<file path="src/design/tklb_pkg.sv">
// Shared types and constants for the top-k score leaderboard.
// Holds field widths, the controller state type and the command/status structs.
// No dependencies.
package tklb_pkg;

	localparam int DEF_CAPACITY = 100;
	localparam int KEY_W        = 64;
	localparam int SCORE_W      = 64;
	localparam int RANK_W       = 7;
	localparam int ENTRY_W      = KEY_W + SCORE_W;
	localparam int IN_TDATA_W   = 128;
	localparam int OUT_TDATA_W  = 16;

	typedef enum logic [2:0] {
		ST_IDLE,
		ST_SCAN,
		ST_RESOLVE,
		ST_SHIFT,
		ST_COMMIT
	} state_t;

	// controller to datapath
	typedef struct packed {
		logic load;
		logic scan_en;
		logic resolve;
		logic shift_en;
		logic commit;
	} cmd_t;

	// datapath to controller
	typedef struct packed {
		logic scan_done;
		logic shift_done;
		logic out_free;
	} status_t;

endpackage

</file>
<file path="src/design/tklb_ctrl.sv">
// Controller state machine for the leaderboard: sequences scan, resolve,
// shift and commit phases. Depends on tklb_pkg.
module tklb_ctrl (
	input  logic              clk,
	input  logic              arst_n,
	input  logic              s_tvalid,
	output logic              s_tready,
	input  tklb_pkg::status_t sts,
	output tklb_pkg::cmd_t    cmd
);
	import tklb_pkg::*;

	state_t state_q, state_d;

	// advance state
	always_ff @(posedge clk or negedge arst_n) begin
		if (!arst_n) begin
			state_q <= ST_IDLE;
		end else begin
			state_q <= state_d;
		end
	end

	// next state
	always_comb begin
		state_d = state_q;
		case (state_q)
			ST_IDLE: begin
				if (s_tvalid) state_d = ST_SCAN;
			end
			ST_SCAN: begin
				if (sts.scan_done) state_d = ST_RESOLVE;
			end
			ST_RESOLVE: begin
				state_d = ST_SHIFT;
			end
			ST_SHIFT: begin
				if (sts.shift_done) state_d = ST_COMMIT;
			end
			ST_COMMIT: begin
				if (sts.out_free) state_d = ST_IDLE;
			end
			default: begin
				state_d = ST_IDLE;
			end
		endcase
	end

	// commands
	always_comb begin
		s_tready     = (state_q == ST_IDLE);
		cmd.load     = (state_q == ST_IDLE) && s_tvalid;
		cmd.scan_en  = (state_q == ST_SCAN);
		cmd.resolve  = (state_q == ST_RESOLVE);
		cmd.shift_en = (state_q == ST_SHIFT);
		cmd.commit   = (state_q == ST_COMMIT) && sts.out_free;
	end

endmodule

</file>
<file path="config.mk">
export PLATFORM = sky130hd
export DESIGN_NAME = tklb_ctrl
export DESIGN_NICKNAME = d
export VERILOG_FILES = /design/src/design/tklb_pkg.sv /design/src/design/tklb_ctrl.sv
export SDC_FILE = /design/constraint.sdc
export NUM_CORES = 1
export LEC_CHECK = 0
export ABC_AREA = 1
export BUFFER_PORTS_ARGS = -buffer_cell sky130_fd_sc_hd__buf_2
export CORE_AREA = 5 5 42 44
export CTS_BUF_LIST = sky130_fd_sc_hd__clkbuf_16
export CTS_CLUSTER_SIZE = 30
export DETAILED_ROUTE_END_ITERATION = 10
export DIE_AREA = 0 0 47 49
export GPL_TIMING_DRIVEN = 0
export MAX_ROUTING_LAYER = met4
export PLACE_DENSITY = 0.33
export SLEW_MARGIN = 20
export SYNTH_ARGS = -nofsm -noshare
export SYNTH_HDL_FRONTEND = slang
export SYNTH_SLANG_ARGS = --single-unit
</file>
<file path="constraint.sdc">
create_clock -name clk -period 1 [get_ports clk]
set_input_delay 0.2 -clock clk [delete_from_list [all_inputs] [get_ports clk]]
set_output_delay 0.2 -clock clk [all_outputs]
set_load 0.01 [all_outputs]
</file>
==> metrics.cfg, run 1 <==
[die]
die-area_sq_um=2300
ios=12
chipHeight_microns=49
rows=14
start_util_pct=15.1
die_w_microns=47
core_sq_um=1400

[setup_path]
worst-r2r-setup-slack_ns=-0.17
worst_path_dominant_cell_family=simple AND/OR/NAND/NOR gates
worstSetupEndpointType=output port
r2r-end=state_q[2]
required_ns=0.80
worstSetupStartpoint=state_q[0]
start_kind=flop
worstPathMaxFanout=5
path_cells=or2_4, nor3_4, buf_2
reg2reg_depth=7
path_class=reg2out
crit_end=cmd[4]
arrival_ns=1.15
timing.critical_path.buf_inv=1
timing.rr.start=state_q[1]
slowest_stage=dfrtp_1
slowest_delay_ns=0.39
path_depth=3

[sta]
post-route-period-util_pct=135
rsz0062_at_grt=yes
max_slew_margin_pct=88.3
worst_pin_slew_ns=0.174
fin_tns_setup_ns=-2.14
finClkSkew_ns=0.00215
fmax_mhz=740
finalSetupViolations=9
fin_crit_ns=1.35
hold_violations=0
slew_violations=0
layout_setup_ws_ns=-0.351

[cells_and_area]
final_common_cell=buf_2
layout_common_cells=buf_2 (11), buf_4 (8), inv_1 (5), nor2_2 (5), inv_2 (4)
reg_top3=state_q: 3 flops
largest_register_ffs=3
top_register=state_q
diodes=0
layoutNonFillerInstCount=71
fillers=158
drive_above_1_share_pct=72.7
area_delta_synth_final_pct=127
nets=62
final_cell_area_sq_um=479

[pwr]
power_frac_clock_pct=33.3
switchingPower_uw=675
power_leakage_uw=0.000257
seqPwrFrac_pct=14.6
vdd_drop_max_uv=1450
internal_power_uw=1170
p_sw_share_pct=36.5
power_density_nw_per_um2=3860
p_total_uw=1850
pwr-share-comb_pct=52.1

[drt]
drc_errors=0
wirelength_microns=669
vias_per_cell=3.82
wl_per_cell_microns=9.42
num_vias=271
dr.pass1.iters=2
ant_nets=0
drt_iter0_markers=3

[clocking]
clock-sinks=3
cts-htree-levels=1
cts_buffers=3
clk_pin_slew_ns=0.03
cts_tree=done
root_buffer=clkbuf_16
clkLatencyLatePin_ns=0.22
cts.path.max_buffers=2

[logic_synthesis]
ys_top_cells_by_area=dfrtp_1 (36%), nand3_1 (12%), inv_1 (11%)
synth_fp_nets=37
synth_top_cell_by_area=dfrtp_1
synth_top_area_share_pct=35.5
yosys.cell_types.count=12
ys_ff_latch=3
synth_area_per_cell_sq_um=6.82
syn_inst=31
synth-seq-area-share_pct=35.5
syn_area_sq_um=211
ys_warn_count=0

[place]
place_inst=58
dpl-instance-area_sq_um=310
numPortBuffers=11
finalWeightedCongestion=0.691
dp.final_hpwl_microns=475
pre_cts_slack_ns=-0.161

[global_route]
antenna_found_initial=0
grt-ovfl-total=0
grt_max_degree=7
met2_usage_pct=9.28
busiest_layer=met2
grt_pass1_vias=262
track_usage_pct=6.44
grt_first_pass_wirelength_microns=1040
use_met3_pct=2.95
grt_use_met1_pct=6.84

[worst_hold_path]
hp-class=in2reg

[status]
violations=setup timing
status=complete, but fails checks

[flow_run]
max_cap_violations=0

[worst register-to-register path: stages, from the launching register on]
cell     delay [ns]
dfrtp_2        0.45
buf_4          0.16
nor2_4         0.10
nand3_2        0.10
nand2_2        0.09
inv_2          0.04
nand3_1        0.07
nand2_1        0.05
[Yosys cell counts]
| master | number |
|---|---|
| inv_1 | 6 |
| nand3_1 | 5 |
| dfrtp_1 | 3 |
| nand2_1 | 3 |
| nor2_1 | 3 |
| nor2_2 | 3 |
| inv_2 | 2 |
| o21ai_1 | 2 |
| nand3_2 | 1 |
| nor3_1 | 1 |
| nor4_1 | 1 |
| or2_4 | 1 |
[layout make-up]
class / instances / area, sq um / area share, %
multi-input cells: 20 / 149 / 31.1
repair buffers: 20 / 125 / 26.1
flip-flops and latches: 3 / 76.3 / 15.9
clock buffers: 3 / 75.1 / 15.7
inverters: 8 / 30.0 / 6.27
well taps: 16 / 20.0 / 4.18
clock inverters: 1 / 3.75 / 0.783
[stage by stage]
step                hold WS (ns)  util (%)
CTS                        0.234      32.1
global route               0.246      34.2
finish                     0.234      34.2
detailed placement      -0.00377      22.1
global placement        -0.00501      22.1
floorplan                -0.0956         -
[how the worst min path moves through the flow]
stage,endpoint,slack (ns),start,cells after the start
4_1_cts,state_q[1],0.23,sts[1],4
6_report,state_q[1],0.23,sts[1],4
2_1_floorplan,state_q[0],-0.1,arst_n,0
3_5_place_dp,state_q[0],-0.004,arst_n,1
5_1_grt,state_q[1],0.25,sts[1],4
3_3_place_gp,state_q[0],-0.005,arst_n,1
[what timing repair did]
action                                  in CTS  in global routing
pin swaps                                    4                  3
gates resized for setup                      2                  5
hold buffers                                 1                  0
endpoints found under the setup margin       9                  9
buffers inserted                             6                  2
endpoints found under the hold margin        3                  0
[per-layer routing]
layer | share of wire (%) | routed length (microns) | vias up
met4 | 0 | 0 | 0
met5 | 0 | 0 | -
met2 | 53 | 355 | 10
li1 | - | - | 144
met1 | 36 | 240 | 117
met3 | 11 | 72 | 0
[power by group through the flow]
stage               Sequential, uW  Combinational [uW]  Clock (uW)
CTS                            266                 867         624
global route                   277                1060         641
finish                         270                 962         616
global placement               288                 659           0
detailed placement             287                 657           0
floorplan                      268                 477           0
[cell families (layout without fill, tap and decap cells)]
logic type,Yosys count,after routing,share of synthesized area (%)
simple gates,18,18,45.6
buf+inv,8,32,14.2
compound gates,2,2,4.73
flops,3,3,35.5
Note: power is estimated with default switching activity, not from simulation.
==> inputs of run 2 (changes only) <==
--- a/config.mk
+++ b/config.mk
@@ -5,7 +5,6 @@
 export SDC_FILE = /design/constraint.sdc
 export NUM_CORES = 1
 export LEC_CHECK = 0
-export ABC_AREA = 1
 export BUFFER_PORTS_ARGS = -buffer_cell sky130_fd_sc_hd__buf_2
 export CORE_AREA = 5 5 42 44
 export CTS_BUF_LIST = sky130_fd_sc_hd__clkbuf_16
==> run 2 against run 1 <==
Against the previous run:
- first-iteration DRC count rose by 33%
- cell area fell by 9.7%
- via count fell by 15%
- largest power group unchanged
- routed wire length fell by 20%
- non-clock buffer count fell by 3
- hold slack got worse by 0.050 ns
- the flow still finishes with violations (setup timing)
- clock-buffer cell count did not move
- synthesized area rose by 0.59%
- global-route usage fell by 0.36 points
- setup slack improved by 0.022 ns
==> metrics.cfg, run 2 <==
[status]
status=complete, but fails checks
violations=setup timing

[drt]
vias_per_cell=3.95  ; +3.4%
ant_nets=0  ; unchanged
drt_iter0_markers=4  ; +1
wirelength_microns=535  ; -20%
wl_per_cell_microns=9.22  ; -2.1%
dr.pass1.iters=4  ; +2
num_vias=229  ; -15%
drc_errors=0  ; unchanged

[pwr]
p_total_uw=1660  ; -9.9%
power_density_nw_per_um2=3840  ; -0.32%
power_leakage_uw=0.000209  ; -18%
vdd_drop_max_uv=1180  ; -19%

[sta]
post-route-period-util_pct=133  ; -2.2 points
worst_pin_slew_ns=0.183  ; +0.00974 ns
max_slew_margin_pct=87.8  ; -0.55 points
fin_crit_ns=1.33  ; -0.0218 ns
slew_violations=0  ; unchanged
fin_tns_setup_ns=-1.60  ; +0.540 ns
rsz0062_at_grt=yes
finalSetupViolations=7  ; -2
layout_setup_ws_ns=-0.329  ; +0.0218 ns
hold_violations=0  ; unchanged
finClkSkew_ns=0.000417  ; -0.00173 ns
fmax_mhz=752  ; +1.6%

[clocking]
cts_tree=done
root_buffer=clkbuf_16
cts-htree-levels=1  ; unchanged
clkLatencyLatePin_ns=0.23  ; about the same
cts.path.max_buffers=2  ; unchanged
clock-sinks=3  ; unchanged
clk_pin_slew_ns=0.03  ; about the same
cts_buffers=3  ; unchanged

[setup_path]
path_class=reg2out
worstSetupEndpointType=output port
worstPathMaxFanout=6  ; +1
start_kind=flop
required_ns=0.80  ; about the same
crit_top_cell=buf_6
slowest_stage=dfrtp_1
slowest_delay_ns=0.36  ; -0.03 ns
path_cells=buf_6, nor3_4, and2_4, buf_6
arrival_ns=1.13  ; -0.02 ns

[die]
core_sq_um=1400  ; unchanged
die_w_microns=47  ; unchanged
die-area_sq_um=2300  ; unchanged
start_util_pct=15.2  ; +0.089 points
ios=12  ; unchanged
rows=14  ; unchanged
chipHeight_microns=49  ; unchanged

[cells_and_area]
fillers=163  ; +3.2%
drive_above_1_share_pct=69.0  ; -3.7 points
area_delta_synth_final_pct=104
diodes=0  ; unchanged
layout_common_cells=buf_2 (10), buf_6 (3), clkbuf_16 (3), buf_4 (3)
largest_register_ffs=3  ; unchanged
final_cell_area_sq_um=433  ; -9.7%
top_register=state_q
final_common_cell=buf_2
nets=49  ; -21%
reg_top3=state_q: 3 flops

[place]
finalWeightedCongestion=0.631  ; -8.7%
dp.final_hpwl_microns=389  ; -18%
dpl-instance-area_sq_um=297  ; -4.4%
numPortBuffers=11  ; unchanged

[logic_synthesis]
synth_fp_nets=29  ; -22%
synth_area_per_cell_sq_um=9.25  ; +36%
async_flop_share_pct=100  ; unchanged
yosys-top-cells-count=nor2_1 (4), dfrtp_1 (3), buf_6 (2), nand2_1 (2)
ys_warn_count=0  ; unchanged
ys_ff_latch=3  ; unchanged
synth_ff_type=dfrtp_1
synth_top_area_share_pct=35.3  ; -0.21 points
ys_top_cells_by_area=dfrtp_1 (35%), buf_6 (11%), a311oi_2 (7.1%)
yosys.cell_types.count=16  ; +4
yosysMostFrequentCell=nor2_1
syn_inst=23  ; -26%
synth-seq-area-share_pct=35.3  ; -0.21 points
synth_top_cell_by_area=dfrtp_1
syn_area_sq_um=213  ; +0.59%
synth_edf_count=0  ; unchanged

[global_route]
antenna_found_initial=0  ; unchanged
grt_pass1_vias=211  ; -19%
track_usage_pct=6.08  ; -0.36 points
grt_max_degree=7  ; unchanged
grt_first_pass_wirelength_microns=883  ; -15%
grt-ovfl-total=0  ; unchanged

[flow_run]
max_cap_violations=0  ; unchanged

[worst_hold_path]
hp-class=in2reg

## run 2: path summary, 6_finish.rpt
check,startpoint,to,slack [ns],depth (start not counted)
worst max-delay path,state_q[0],cmd[4],-0.33,4
worst min register to register,state_q[2],state_q[1],0.63,2
max in group asynchronous,arst_n,state_q[2],0.58,2
min in group asynchronous,arst_n,state_q[0],0.30,2
worst max register to register,state_q[0],state_q[0],-0.03,5
worst min-delay path,sts[0],state_q[2],0.18,2
## run 2: stage by stage
| step | utilization (%) | cells | hold WS (ns) | setup slack [ns] |
|---|---|---|---|---|
| floorplan | - | 23 | -0.0956 | -0.0711 |
| global placement | 21.2 | 50 | -0.000447 | -0.134 |
| detailed placement | 21.2 | 50 | 0.000347 | -0.133 |
| CTS | 29.6 | 58 | 0.187 | -0.332 |
| global route | 30.9 | 58 | 0.193 | -0.377 |
| finish | 30.9 | 58 | 0.184 | -0.329 |
## run 2: cell type report
class / count / area [sq um] / share of cell area (%)
Multi-Input combinational cell: 17 / 138 / 31.8
Timing Repair Buffer: 15 / 93.8 / 21.7
Sequential cell: 3 / 76.3 / 17.6
Clock buffer: 3 / 75.1 / 17.3
Buffer: 2 / 22.5 / 5.20
Tap cell: 16 / 20.0 / 4.62
Clock inverter: 1 / 3.75 / 0.867
Inverter: 1 / 3.75 / 0.867
## run 2: critical path, delay by kind of cell (launching register included)
family	cells	cell delay [ns]
flops	1	0.36
simple gates	2	0.32
buf+inv	2	0.22
## run 2: where the power goes
group / switching (uW) / total, uW / internal (uW)
Combinational: 380 / 798 / 418
Clock: 118 / 634 / 516
Sequential: 50.3 / 233 / 182
Total: 548 / 1660 / 1120
## run 2: cell families (layout without fill, tap and decap cells)
group	after synthesis	after routing	share of synthesized area, %
AOI/OAI and AO/OA	6	6	25.9
buffers and inverters	3	22	12.4
DFF	3	3	35.3
and+or+nand+nor	11	11	26.5
## run 2: what timing repair did
item,CTS,global route
setup endpoints to repair,6,8
hold endpoints to repair,3,0
pin swaps,3,2
hold buffers,1,0
resized for setup,2,4
setup buffers,3,1
## run 2: metal layers
metal  vias to the layer above  global-route usage [%]  routed length [microns]
li1                        116                       -                        -
met1                       100                    6.86                      223
met4                         0                    8.29                       25
met3                         4                    2.21                       35
met5                         -                       -                        0
met2                         9                    6.56                      250
